**src/rtl/dtl_pkg.sv**
```systemverilog
// dtl_pkg: shared constants, types and elaboration-time table functions for the
// degree trig lookup block. No dependencies.
`timescale 1ns / 1ps

package dtl_pkg;

  localparam int FractionBitsDef = 16;
  localparam int AngleW          = 32;
  localparam int ValueW          = 32;
  localparam int KindW           = 2;
  localparam int NumBytes        = AngleW / 8;
  localparam int Modulus         = 360;
  localparam int HalfTurn        = 180;
  localparam int QuarterTurn     = 90;
  localparam int ThreeQuarter    = 270;
  localparam int RomDepth        = 91;
  localparam int ResW            = 9;   // residue 0..359
  localparam int IdxW            = 7;   // ROM index 0..90
  localparam int SineW           = 25;  // room for 2^24

  typedef enum logic [KindW-1:0] {
    KindSin = 2'd0,
    KindCos = 2'd1,
    KindTan = 2'd2,
    KindRsv = 2'd3
  } kind_e;

  typedef struct packed {
    kind_e kind;
    logic  bad;
  } ctrl_t;

  typedef struct packed {
    logic            neg;
    logic [IdxW-1:0] idx;
  } fold_t;

  // Residue mod 360 of one byte's contribution; the top byte is signed.
  function automatic logic [ResW-1:0] byte_residue(input int pos, input int b);
    longint v;
    v = longint'(b);
    if ((pos == NumBytes - 1) && (b >= 128)) begin
      v = v - 256;
    end
    v = v * (longint'(1) << (8 * pos));
    v = v % Modulus;
    if (v < 0) begin
      v = v + Modulus;
    end
    return ResW'(v);
  endfunction

  // sin(d degrees) scaled by 2^frac, rounded to nearest.
  function automatic logic [SineW-1:0] sine_entry(input int d, input int frac);
    real    x;
    real    scaled;
    longint e;
    x      = $sin(real'(d) * 3.14159265358979323846 / 180.0);
    scaled = x * (2.0 ** frac);
    e      = longint'($floor(scaled + 0.5));
    if (e > (longint'(1) << frac)) begin
      e = longint'(1) << frac;
    end
    return SineW'(e);
  endfunction

  // Sum of two residues, brought back below 360.
  function automatic logic [ResW-1:0] mod_add(input logic [ResW-1:0] a,
                                               input logic [ResW-1:0] b);
    logic [ResW:0] s;
    s = {1'b0, a} + {1'b0, b};
    return (s >= (ResW + 1)'(Modulus)) ? ResW'(s - (ResW + 1)'(Modulus)) : ResW'(s);
  endfunction

  // Fold 0..359 onto the quarter wave: index 0..90 and a sign.
  function automatic fold_t fold_angle(input logic [ResW-1:0] r);
    fold_t           f;
    logic [ResW-1:0] h;
    f.neg = (r > ResW'(HalfTurn));
    h     = f.neg ? (r - ResW'(HalfTurn)) : r;
    f.idx = (h > ResW'(QuarterTurn)) ? IdxW'(ResW'(HalfTurn) - h) : IdxW'(h);
    return f;
  endfunction

endpackage

```
**src/rtl/dtl_reduce.sv**
```systemverilog
// dtl_reduce: three-stage reduction of a signed 32-bit angle modulo 360.
// Depends on dtl_pkg (residue tables, modular add).
`timescale 1ns / 1ps

module dtl_reduce (
  input  logic                       clk_i,
  input  logic                       rst_ni,
  input  logic                       en_i,
  input  logic                       valid_i,
  input  dtl_pkg::kind_e             kind_i,
  input  logic [dtl_pkg::AngleW-1:0] angle_i,
  output logic                       valid_o,
  output dtl_pkg::kind_e             kind_o,
  output logic [dtl_pkg::ResW-1:0]   res_o
);

  localparam int NB = dtl_pkg::NumBytes;
  localparam int RW = dtl_pkg::ResW;

  logic [RW-1:0] res_tab [NB][256];

  for (genvar p = 0; p < NB; p++) begin : g_tab
    for (genvar b = 0; b < 256; b++) begin : g_ent
      assign res_tab[p][b] = dtl_pkg::byte_residue(p, b);
    end
  end

  logic [RW-1:0]  byte_res_d [NB];
  logic [RW-1:0]  byte_res_q [NB];
  logic [RW-1:0]  pair_d     [2];
  logic [RW-1:0]  pair_q     [2];
  logic [RW-1:0]  res_d, res_q;
  logic           v1_q, v2_q, v3_q;
  dtl_pkg::kind_e kind1_q, kind2_q, kind3_q;

  always_comb begin
    for (int p = 0; p < NB; p++) begin
      byte_res_d[p] = res_tab[p][angle_i[8*p +: 8]];
    end
    pair_d[0] = dtl_pkg::mod_add(byte_res_q[0], byte_res_q[1]);
    pair_d[1] = dtl_pkg::mod_add(byte_res_q[2], byte_res_q[3]);
    res_d     = dtl_pkg::mod_add(pair_q[0], pair_q[1]);
  end

  always_ff @(posedge clk_i or negedge rst_ni) begin
    if (!rst_ni) begin
      v1_q <= 1'b0;
      v2_q <= 1'b0;
      v3_q <= 1'b0;
    end else if (en_i) begin
      v1_q <= valid_i;
      v2_q <= v1_q;
      v3_q <= v2_q;
    end
  end

  always_ff @(posedge clk_i) begin
    if (en_i) begin
      byte_res_q <= byte_res_d;
      kind1_q    <= kind_i;
      pair_q     <= pair_d;
      kind2_q    <= kind1_q;
      res_q      <= res_d;
      kind3_q    <= kind2_q;
    end
  end

  assign valid_o = v3_q;
  assign kind_o  = kind3_q;
  assign res_o   = res_q;

endmodule

```
**src/rtl/dtl_fold_rom.sv**
```systemverilog
// dtl_fold_rom: quarter-wave fold of the sine and cosine angles, then the
// sine ROM read. Two register stages. Depends on dtl_pkg.
`timescale 1ns / 1ps

module dtl_fold_rom #(
  parameter int FractionBits = dtl_pkg::FractionBitsDef
) (
  input  logic                       clk_i,
  input  logic                       rst_ni,
  input  logic                       en_i,
  input  logic                       valid_i,
  input  dtl_pkg::kind_e             kind_i,
  input  logic [dtl_pkg::ResW-1:0]   res_i,
  output logic                       valid_o,
  output dtl_pkg::ctrl_t             ctrl_o,
  output logic [FractionBits:0]      mag_s_o,
  output logic [FractionBits:0]      mag_c_o,
  output logic                       neg_o,     // sign of the tangent
  output logic [dtl_pkg::ValueW-1:0] direct_o   // sine or cosine result
);

  localparam int MagW = FractionBits + 1;
  localparam int RW   = dtl_pkg::ResW;
  localparam int VW   = dtl_pkg::ValueW;

  logic [MagW-1:0] rom [dtl_pkg::RomDepth];

  for (genvar d = 0; d < dtl_pkg::RomDepth; d++) begin : g_rom
    assign rom[d] = MagW'(dtl_pkg::sine_entry(d, FractionBits));
  end

  // Fold stage
  logic [RW-1:0]   rc;
  dtl_pkg::fold_t  fs_d, fc_d, fs_q, fc_q;
  dtl_pkg::ctrl_t  ctrl_d, ctrl4_q, ctrl5_q;
  logic            quarter;
  logic            v4_q, v5_q;

  // ROM stage
  logic [MagW-1:0] ms_d, mc_d, ms_q, mc_q;
  logic [MagW-1:0] sel_mag;
  logic            sel_neg;
  logic [VW-1:0]   direct_d, direct_q;
  logic            neg_q;

  always_comb begin
    // cosine angle: (r + 90) mod 360
    rc = (res_i >= RW'(dtl_pkg::ThreeQuarter)) ? (res_i - RW'(dtl_pkg::ThreeQuarter))
                                               : (res_i + RW'(dtl_pkg::QuarterTurn));
    fs_d = dtl_pkg::fold_angle(res_i);
    fc_d = dtl_pkg::fold_angle(rc);
    quarter = (res_i == '0) || (res_i == RW'(dtl_pkg::QuarterTurn)) ||
              (res_i == RW'(dtl_pkg::HalfTurn)) || (res_i == RW'(dtl_pkg::ThreeQuarter));
    ctrl_d.kind = kind_i;
    ctrl_d.bad  = (kind_i == dtl_pkg::KindRsv) || ((kind_i == dtl_pkg::KindTan) && quarter);

    ms_d = rom[fs_q.idx];
    mc_d = rom[fc_q.idx];
    if (ctrl4_q.kind == dtl_pkg::KindCos) begin
      sel_mag = mc_d;
      sel_neg = fc_q.neg;
    end else begin
      sel_mag = ms_d;
      sel_neg = fs_q.neg;
    end
    direct_d = sel_neg ? (VW'(0) - VW'(sel_mag)) : VW'(sel_mag);
  end

  always_ff @(posedge clk_i or negedge rst_ni) begin
    if (!rst_ni) begin
      v4_q <= 1'b0;
      v5_q <= 1'b0;
    end else if (en_i) begin
      v4_q <= valid_i;
      v5_q <= v4_q;
    end
  end

  always_ff @(posedge clk_i) begin
    if (en_i) begin
      fs_q     <= fs_d;
      fc_q     <= fc_d;
      ctrl4_q  <= ctrl_d;
      ms_q     <= ms_d;
      mc_q     <= mc_d;
      neg_q    <= fs_q.neg ^ fc_q.neg;
      direct_q <= direct_d;
      ctrl5_q  <= ctrl4_q;
    end
  end

  assign valid_o  = v5_q;
  assign ctrl_o   = ctrl5_q;
  assign mag_s_o  = ms_q;
  assign mag_c_o  = mc_q;
  assign neg_o    = neg_q;
  assign direct_o = direct_q;

endmodule

```
**src/rtl/dtl_div.sv**
```systemverilog
// dtl_div: pipelined restoring divider, one quotient bit per stage, giving
// (|sine| << FractionBits) / |cosine|. Carries the side payload alongside.
// Depends on dtl_pkg.
`timescale 1ns / 1ps

module dtl_div #(
  parameter int FractionBits = dtl_pkg::FractionBitsDef
) (
  input  logic                       clk_i,
  input  logic                       rst_ni,
  input  logic                       en_i,
  input  logic                       valid_i,
  input  dtl_pkg::ctrl_t             ctrl_i,
  input  logic [FractionBits:0]      mag_s_i,
  input  logic [FractionBits:0]      mag_c_i,
  input  logic                       neg_i,
  input  logic [dtl_pkg::ValueW-1:0] direct_i,
  output logic                       valid_o,
  output dtl_pkg::ctrl_t             ctrl_o,
  output logic [2*FractionBits:0]    quo_o,
  output logic                       neg_o,
  output logic [dtl_pkg::ValueW-1:0] direct_o
);

  localparam int MagW = FractionBits + 1;
  localparam int NumW = 2 * FractionBits + 1;
  localparam int VW   = dtl_pkg::ValueW;

  logic                 vld_q    [NumW];
  dtl_pkg::ctrl_t       ctrl_q   [NumW];
  logic [MagW-1:0]      rem_q    [NumW];
  logic [NumW-1:0]      work_q   [NumW];
  logic [MagW-1:0]      den_q    [NumW];
  logic                 neg_q    [NumW];
  logic [VW-1:0]        direct_q [NumW];

  for (genvar k = 0; k < NumW; k++) begin : g_stage
    logic            vld_in;
    dtl_pkg::ctrl_t  ctrl_in;
    logic [MagW-1:0] rem_in;
    logic [NumW-1:0] work_in;
    logic [MagW-1:0] den_in;
    logic            neg_in;
    logic [VW-1:0]   direct_in;
    logic [MagW:0]   trial;
    logic            ge;

    if (k == 0) begin : g_head
      assign vld_in    = valid_i;
      assign ctrl_in   = ctrl_i;
      assign rem_in    = '0;
      assign work_in   = {mag_s_i, {FractionBits{1'b0}}};
      assign den_in    = mag_c_i;
      assign neg_in    = neg_i;
      assign direct_in = direct_i;
    end else begin : g_body
      assign vld_in    = vld_q[k-1];
      assign ctrl_in   = ctrl_q[k-1];
      assign rem_in    = rem_q[k-1];
      assign work_in   = work_q[k-1];
      assign den_in    = den_q[k-1];
      assign neg_in    = neg_q[k-1];
      assign direct_in = direct_q[k-1];
    end

    assign trial = {rem_in, work_in[NumW-1]};
    assign ge    = (trial >= {1'b0, den_in});

    always_ff @(posedge clk_i or negedge rst_ni) begin
      if (!rst_ni) begin
        vld_q[k] <= 1'b0;
      end else if (en_i) begin
        vld_q[k] <= vld_in;
      end
    end

    always_ff @(posedge clk_i) begin
      if (en_i) begin
        ctrl_q[k]   <= ctrl_in;
        rem_q[k]    <= ge ? MagW'(trial - {1'b0, den_in}) : MagW'(trial);
        work_q[k]   <= {work_in[NumW-2:0], ge};
        den_q[k]    <= den_in;
        neg_q[k]    <= neg_in;
        direct_q[k] <= direct_in;
      end
    end
  end

  assign valid_o  = vld_q[NumW-1];
  assign ctrl_o   = ctrl_q[NumW-1];
  assign quo_o    = work_q[NumW-1];
  assign neg_o    = neg_q[NumW-1];
  assign direct_o = direct_q[NumW-1];

endmodule

```
**src/rtl/degree_trig_lookup_core.sv**
```systemverilog
// degree_trig_lookup_core: sine, cosine and tangent of whole-degree angles
// from a quarter-wave sine ROM. Top level; uses dtl_pkg, dtl_reduce,
// dtl_fold_rom and dtl_div.
//
// Usage:
//   Input stream: s_axis_tdata_i carries the signed angle in degrees,
//   s_axis_tuser_i the function (sine, cosine, tangent). Output stream:
//   m_axis_tdata_o carries the signed fixed-point result with FractionBits
//   fraction bits, m_axis_tuser_o the invalid flag (tangent at a multiple of
//   90 degrees, or the unused function code; the value is then zero).
//   Every input transfer yields exactly one output transfer, in order.
//   Pipeline: three stages reduce the angle mod 360, two fold it and read
//   the ROM, 2*FractionBits + 1 form the tangent quotient one bit per stage,
//   and one is the output register. Sine and cosine ride the same pipe, so
//   order and latency are the same for all functions.
//   Throughput: one transfer per cycle while the receiver does not stall.
//   Reset clears all valid bits; the ROM is constant, no warm-up is needed.
//   When the receiver stalls with a result held, the whole pipe freezes and
//   s_axis_tready_o drops with it; nothing is lost or repeated.
`timescale 1ns / 1ps

module degree_trig_lookup_core #(
  parameter int FractionBits = dtl_pkg::FractionBitsDef
) (
  input  logic                        clk_i,
  input  logic                        rst_ni,
  input  logic                        s_axis_tvalid_i,
  output logic                        s_axis_tready_o,
  input  logic [dtl_pkg::AngleW-1:0]  s_axis_tdata_i,  // [31:0] angle_degrees
  input  logic [dtl_pkg::KindW-1:0]   s_axis_tuser_i,  // [1:0] kind
  output logic                        m_axis_tvalid_o,
  input  logic                        m_axis_tready_i,
  output logic [dtl_pkg::ValueW-1:0]  m_axis_tdata_o,  // [31:0] value
  output logic                        m_axis_tuser_o   // [0] invalid
);

  localparam int MagW  = FractionBits + 1;
  localparam int NumW  = 2 * FractionBits + 1;
  localparam int VW    = dtl_pkg::ValueW;
  localparam int QExtW = (NumW > VW + 1) ? NumW : VW + 1;

  localparam logic [QExtW-1:0] PosLimit = {{(QExtW - VW + 1){1'b0}}, {(VW - 1){1'b1}}};
  localparam logic [QExtW-1:0] NegLimit = PosLimit + QExtW'(1);

  logic                 en;
  logic                 red_vld;
  dtl_pkg::kind_e       red_kind;
  logic [dtl_pkg::ResW-1:0] red_res;

  logic                 rom_vld;
  dtl_pkg::ctrl_t       rom_ctrl;
  logic [MagW-1:0]      rom_ms, rom_mc;
  logic                 rom_neg;
  logic [VW-1:0]        rom_direct;

  logic                 div_vld;
  dtl_pkg::ctrl_t       div_ctrl;
  logic [NumW-1:0]      div_quo;
  logic                 div_neg;
  logic [VW-1:0]        div_direct;

  logic [QExtW-1:0]     qx, qsat, qsigned;
  logic [VW-1:0]        value_d, value_q;
  logic                 bad_q;
  logic                 out_vld_q;

  // Whole-pipe advance: output register free or being drained this cycle.
  assign en              = !out_vld_q || m_axis_tready_i;
  assign s_axis_tready_o = en;

  dtl_reduce u_reduce (
    .clk_i   (clk_i),
    .rst_ni  (rst_ni),
    .en_i    (en),
    .valid_i (s_axis_tvalid_i),
    .kind_i  (dtl_pkg::kind_e'(s_axis_tuser_i)),
    .angle_i (s_axis_tdata_i),
    .valid_o (red_vld),
    .kind_o  (red_kind),
    .res_o   (red_res)
  );

  dtl_fold_rom #(
    .FractionBits (FractionBits)
  ) u_fold_rom (
    .clk_i    (clk_i),
    .rst_ni   (rst_ni),
    .en_i     (en),
    .valid_i  (red_vld),
    .kind_i   (red_kind),
    .res_i    (red_res),
    .valid_o  (rom_vld),
    .ctrl_o   (rom_ctrl),
    .mag_s_o  (rom_ms),
    .mag_c_o  (rom_mc),
    .neg_o    (rom_neg),
    .direct_o (rom_direct)
  );

  dtl_div #(
    .FractionBits (FractionBits)
  ) u_div (
    .clk_i    (clk_i),
    .rst_ni   (rst_ni),
    .en_i     (en),
    .valid_i  (rom_vld),
    .ctrl_i   (rom_ctrl),
    .mag_s_i  (rom_ms),
    .mag_c_i  (rom_mc),
    .neg_i    (rom_neg),
    .direct_i (rom_direct),
    .valid_o  (div_vld),
    .ctrl_o   (div_ctrl),
    .quo_o    (div_quo),
    .neg_o    (div_neg),
    .direct_o (div_direct)
  );

  // Tangent: saturate the magnitude to the signed 32-bit range, then apply sign.
  always_comb begin
    qx = QExtW'(div_quo);
    if (div_neg) begin
      qsat    = (qx > NegLimit) ? NegLimit : qx;
      qsigned = QExtW'(0) - qsat;
    end else begin
      qsat    = (qx > PosLimit) ? PosLimit : qx;
      qsigned = qsat;
    end
    if (div_ctrl.bad) begin
      value_d = '0;
    end else if (div_ctrl.kind == dtl_pkg::KindTan) begin
      value_d = qsigned[VW-1:0];
    end else begin
      value_d = div_direct;
    end
  end

  always_ff @(posedge clk_i or negedge rst_ni) begin
    if (!rst_ni) begin
      out_vld_q <= 1'b0;
    end else if (en) begin
      out_vld_q <= div_vld;
    end
  end

  always_ff @(posedge clk_i) begin
    if (en) begin
      value_q <= value_d;
      bad_q   <= div_ctrl.bad;
    end
  end

  assign m_axis_tvalid_o = out_vld_q;
  assign m_axis_tdata_o  = value_q;
  assign m_axis_tuser_o  = bad_q;

endmodule
```
**config.mk**
```make
export PLATFORM = sky130hd
export DESIGN_NAME = degree_trig_lookup_core
export DESIGN_NICKNAME = d
export VERILOG_FILES = /design/src/rtl/dtl_pkg.sv /design/src/rtl/dtl_reduce.sv /design/src/rtl/dtl_fold_rom.sv /design/src/rtl/dtl_div.sv /design/src/rtl/degree_trig_lookup_core.sv
export SDC_FILE = /design/constraint.sdc
export NUM_CORES = 2
export LEC_CHECK = 0
export BUFFER_PORTS_ARGS = -buffer_cell sky130_fd_sc_hd__buf_4
export CAP_MARGIN = 40
export CORE_MARGIN = 1.5
export CORE_UTILIZATION = 45
export DETAILED_ROUTE_END_ITERATION = 7
export HOLD_SLACK_MARGIN = 0.08
export REMOVE_ABC_BUFFERS = 1
export SETUP_SLACK_MARGIN = 0.15
export SLEW_MARGIN = 20
export SYNTH_ARGS = -nofsm -noshare
export SYNTH_HDL_FRONTEND = slang
export SYNTH_HIERARCHICAL = 1
export SYNTH_SLANG_ARGS = --single-unit
```
**constraint.sdc**
```tcl
create_clock -name clk_i -period 169.3 [get_ports clk_i]
set_input_delay 33.86 -clock clk_i [delete_from_list [all_inputs] [get_ports clk_i]]
set_output_delay 33.86 -clock clk_i [all_outputs]
set_load 0.01 [all_outputs]
```
# == Word-level counts from Yosys, hierarchy flattened ==
# Memory sizes are Yosys's and may differ from the RTL's. A register that Yosys moved wholly into a read port is not among the register bits.
# Index checks and enable logic that the tools add are counted.
# totals
reg_bits,180
mem_bits_rw,3399
romBits,13568
inputBits,38
word_cells,240
n_memories,12
# classes
n_addsub,47
order_cmp,45
eq_ne,7
n_mux,54
n_bitwise,7
reduce_logical,8
# memory_table
memory,depth,word_bits,rd,rd_ports_with_merged_regs,wr,line_no,rtl
(name not given),256,9,1,1,0,dtl_reduce.sv:38,byte_res_d[p] = res_tab[p][angle_i[8*p +: 8]];
(name not given),256,9,1,1,0,dtl_reduce.sv:38,
(name not given),256,9,1,1,0,dtl_reduce.sv:38,
(name not given),256,9,1,1,0,dtl_reduce.sv:38,
(name not given),128,17,1,0,0,dtl_fold_rom.sv:57,ms_d = rom[fs_q.idx];
(name not given),128,17,1,0,0,dtl_fold_rom.sv:58,mc_d = rom[fc_q.idx];
6 more memories,-,-,-,-,-,-,
# ops
cell,count
2-to-1 mux 17 bit,39
>= comparator 18 x 17 -> 1 bit,32
subtractor 17 bit,32
2-to-1 mux 32 bit,4
2-to-1 mux 9 bit,6
NOT 8 -> 9 bit,4
subtractor 9 bit (second input constant),4
> comparator 33 x 31 -> 1 bit (second input constant),1
> comparator 33 x 32 -> 1 bit (second input constant),1
subtractor 1 x 32 -> 32 bit (first input constant),1
adder 9 x 9 -> 10 bit,3
>= comparator 10 x 9 -> 1 bit (second input constant),3
> comparator 9 x 7 -> 1 bit (second input constant),2
> comparator 9 x 8 -> 1 bit (second input constant),2
subtractor 1 x 17 -> 18 bit (first input constant),1
subtractor 9 x 8 -> 9 bit (second input constant),2
>= comparator 1 x 17 -> 1 bit,1
subtractor 1 x 17 -> 17 bit,1
>= comparator 8 bit (second input constant),2
NOT 7 -> 8 bit,2
2-to-1 mux 7 bit,2
subtractor 6 x 7 -> 7 bit (first input constant),2
adder 9 x 7 -> 9 bit (second input constant),1
== test 9 x 7 -> 1 bit (second input constant),1
11 further kinds,19

# == Longest topological paths before layout ==
# logic_depth
word_depth,7
ltp_mapped,18

# == Modules after synthesis ==
# The synthesis kept the hierarchy.
# by_module_without_submodules
module,instances,cells_per_inst,area_each_um2,seq_area_each_um2
dtl_div,1,7700,122249.7,90101.4
dtl_fold_rom,1,1022,8567.0,2272.2
dtl_reduce,1,1091,8493.1,1756.7
degree_trig_lookup_core,1,341,2798.9,1016.0

# == Worst setup path after synthesis ==
# OpenSTA, ideal clock, no wires.
# synth_timing
path_kind,input port to output port
from,input port m_axis_tready_i
to,output port s_axis_tready_o
arrival_ns,108.510
path_slack_ns,26.930
stages,1
path_buffers,0
path_cell_list,nand2b_1
# synth_via
elab_chain_cells,1
# synth_lines
element,line_no,rtl
"start, declared",degree_trig_lookup_core.sv:32,"input logic m_axis_tready_i,"
logical OR 1 bit,degree_trig_lookup_core.sv:68,assign en = !out_vld_q || m_axis_tready_i;
"end, declared",degree_trig_lookup_core.sv:28,"output logic s_axis_tready_o,"
# Every way passes these cells.

# == Worst setup path in the final report ==
# Ends and elaborated chain as after synthesis.

==> key figures <==
Status
  • Status: finished, final reports clean

Routing
  • DR WL met2: ~140000 µm
  • Via Count: around 80000
  • Post-route ant nets: 0
  • M1 WL: 126000 µm
  • Final wirelength: 284000 µm
  • Wirelength per Cell: roughly 19 µm
  • Drt pass-1 iters: 6
  • Top sig layer: met4
  • Via density: about 5.4
  • Remaining DRCs: 0
  • Initial DRC count: roughly 6000
  • Met3 wire len: ~11000 µm

Critical path
  • Critical Path, Cell by Cell: buf_4 -> nand2b_4 -> buf_4 -> buf_4
  • Max Fanout on Critical Path: 32
  • Worst r2r src: m_axis_tvalid_o
  • Crit-path most repeated cell: buf_4
  • CP required: ~140000 ps
  • R2R depth: 10
  • Max incr delay on CP: 430 ps
  • RR Endpoint: u_div/direct_q[0][313]
  • CP arrival: roughly 35000 ps
  • CP endpoint kind: primary output
  • Critical path start-end classification: in -> out
  • CP startpoint kind: input pin
  • R2r setup slk: 163860 ps
  • Worst path slowest cell: nand2b_4

Hold path
  • Worst hold path depth: 0
  • Hold_sp: u_div/direct_q[0][331]
  • Hold Crit Class: reg -> reg
  • Worst Hold End: u_div/direct_q[0][363]

Clock network
  • H-Tree Depth: 5
  • CTS tree: yes
  • CTS buffer count: ~340
  • Root Driver: clkbuf_16
  • CTS resizes: 0
  • Total clock sinks: ~3200
  • Longest Clk Path Bufs: 4
  • Hold buffer count at CTS: 0
  • Clk slew on worst S/H paths: around 60 ps
  • Setup bufs post-CTS: 0
  • Clock latency on the worst-skew pair: 920 ps

Pwr
  • Clock power frac: between 10% and 20%
  • VDD IR max: between 0.015 and 0.02 mV
  • PwrDens: about 23 mW/mm²
  • Logic pwr share: 39.9%
  • Net Sw Frac: roughly a third
  • Psw: approximately 1.3 mW
  • Leak Pwr: between 60 and 70 nW
  • Flop pwr share: between 40% and 50%
  • Pint: 2.39 mW

Global route
  • Vias in the first global route: approximately 80000
  • Total GRT Usage: 17.4%
  • Largest net degree at the start of global routing: around 180
  • First-pass GRT wire length: roughly 440000 µm
  • Initial antenna violation count: 5
  • Grt ovf: 0

Logic synthesis
  • Top cells by area, synth: edfxtp_1 (66%), ha_1 (5.7%), mux2_2 (2.4%)
  • Number of enable flip-flop cells after synthesis: about 3100
  • Syn Area/Cell: ~14 µm²
  • Yosys warns: 6
  • Synth top area share: approximately two thirds
  • Share of flip-flops with an asynchronous set or reset: approximately 1.2%
  • Cell Area, Synth: ~0.14 mm²
  • Distinct cells, synth: ~120
  • Synthesized flop and latch total: ~3200
  • Synth Instances: about 10000
  • Synth area leader: edfxtp_1
  • Seq/Total Area, Yosys: between 60% and 70%
  • Main synth FF type: edfxtp_1

Timing
  • RSZ-0062 raised after global routing: false
  • Slew HR: around 22%
  • Fin. Hold Viols: 0
  • Setup violators final: 0
  • Layout Skew: around 67 ps
  • Setup TNS: 0 ps
  • Final Max Slew Viols: 0
  • Crit path time final: a little under 70000 ps
  • Final period util: about two fifths
  • Fmax: approximately 15 MHz
  • Final Hold Slack: approximately 350 ps
  • Tightest Pin Transition: 1170 ps

Die
  • Core Region: approximately 0.31 mm²
  • Row count: 206
  • Starting Density: between 40 and 50%
  • Die H: about 560 µm
  • IO Pins: 73
  • Die area: ~0.32 mm²
  • Die Width: about 560 µm

Finish
  • Reg area: 0.0951 mm²
  • Filler cells: ~26000
  • Multi-input gate area: roughly 0.043 mm²
  • Final Core Density: between 50% and 60%
  • Share of post-route cells with drive strength above 1: between 10 and 15%
  • Nets: ~11000
  • Syn-to-layout area delta: 11.9%

Placed design
  • Post-DP HPWL: between 150000 and 200000 µm
  • Final Wtd Congestion: between 0.8 and 0.9
  • Port Buffers: between 70 and 80

Flow run
  • Max-cap violations: 0
==> cell type report <==
type / count / area share [%]
Antenna cell: 4 / 0.00630
Timing Repair Buffer: 208 / 1.41
Inverter: 769 / 1.82
Clock inverter: 214 / 1.44
Sequential cell: 3175 / 59.8
Clock buffer: 393 / 5.42
Tap cell: 4160 / 3.27
Multi-Input combinational cell: 5889 / 26.8
==> sequential cells by signal (all words and copies together) (netlist names), 2 cells and up <==
register and flops:
m_axis_tdata_o 32, u_div/ctrl_q 99, u_div/den_q 544, u_div/direct_q 1056
u_div/g_stage.vld_in 32, u_div/neg_q 33, u_div/rem_q 544, u_div/work_q 697
u_fold_rom/ctrl4_q 3, u_fold_rom/ctrl_o 3, u_fold_rom/direct_o 18, u_fold_rom/fc_q 7
u_fold_rom/fs_q 8, u_fold_rom/mag_c_o 17, u_fold_rom/mag_s_o 17, u_reduce/byte_res_q 26
u_reduce/kind1_q 2, u_reduce/kind2_q 2, u_reduce/kind_o 2, u_reduce/pair_q 15
u_reduce/res_o 9
==> power by group through the flow <==
stage	logic [mW]	clock network (mW)	registers [mW]
6_report	1.47	0.715	1.51
5_1_grt	1.63	0.770	1.54
4_1_cts	1.46	0.739	1.51
3_5_place_dp	1.45	0	1.53
3_3_place_gp	1.40	0	1.52
2_1_floorplan	1.10	0	2.19
==> layout by cell type (no fill, tap or decap), drive strengths merged, types with 91 or more instances in the layout <==
cell type,count
nor2,556
xor2,174
o21ai,545
nor3,184
a211oi,98
clkbuf,393
a31oi,96
a21o,202
nand3,128
buf,208
a21oi,604
nand2,580
xnor2,290
nand2b,121
clkinv,160
inv,776
o21a,91
nor2b,122
ha,649
edfxtp,3136
mux2,320
==> routing by layer <==
metal / GRT usage (%) / vias to the layer above
li1: - / 38700
met1: 22.8 / 39200
met2: 29.5 / 1658
met3: 2.42 / 520
met4: 6.02 / 0
met5: 0 / -
==> cell families (layout without fill, tap and decap cells) <==
logic type,Yosys count,after routing,synth area share [%]
DFF,3175,3175,67.0
xor gates and xnor gates,464,464,2.86
buffers and inverters,1090,1584,3.09
muxes,413,413,3.49
and+or+nand+nor,2066,2066,6.99
other,0,4,0
AOI/OAI and AO/OA,2260,2260,10.4
adders and majority gates,686,686,6.23
==> worst max-delay path by stage <==
stage                     from  depth (start not counted)  slack (ps)              end
6_report       m_axis_tready_i                          4      100420  s_axis_tready_o
5_1_grt        m_axis_tready_i                          4      100320  s_axis_tready_o
4_1_cts        m_axis_tready_i                          4      100330  s_axis_tready_o
3_5_place_dp   m_axis_tready_i                          4      100330  s_axis_tready_o
3_3_place_gp   m_axis_tready_i                          4      100350  s_axis_tready_o
2_1_floorplan  m_axis_tready_i                          1       26170  s_axis_tready_o
==> worst max-delay path, delay by kind of cell <==
| family | cells | cell delay [ps] |
|---|---|---|
| buffers and inverters | 3 | 650 |
| and+or+nand+nor | 1 | 430 |
==> cells in the mapped netlist (20+ instances only) <==
cell and n:
a211o_1 32, a211oi_1 93, a21o_1 202, a21oi_1 596
a221oi_1 24, a311oi_1 42, a31oi_1 91, and2_1 34
and3_1 58, buf_1 28, buf_2 93, buf_4 24
clkbuf_1 165, dfrtp_1 39, edfxtp_1 3136, fa_1 36
ha_1 649, inv_1 754, mux2_2 305, mux2i_1 63
mux4_2 30, nand2_1 579, nand2b_1 120, nand3_1 128
nand3b_1 27, nand4_1 64, nor2_1 552, nor2b_1 122
nor3_1 184, nor3b_1 25, nor4_1 25, o2111ai_1 20
o211ai_1 73, o21a_1 91, o21ai_0 512, o21ai_1 32
o21bai_1 67, o221ai_1 20, o22ai_1 20, o31a_1 36
o31ai_1 65, or2_2 41, or3_1 45, xnor2_1 290
xor2_1 174
==> through the flow <==
step / instances / area (µm²) / setup slack, ps / power (mW)
finish: 14800 / 159000 / 100420 / 3.69
floorplan: 9833 / 141000 / 26170 / 3.30
CTS: 14800 / 159000 / 100330 / 3.71
global placement: 14100 / 147000 / 100350 / 2.92
detailed placement: 14200 / 148000 / 100330 / 2.98
global route: 14800 / 159000 / 100320 / 3.94
No activity file was read; power rests on OpenSTA's default activity.
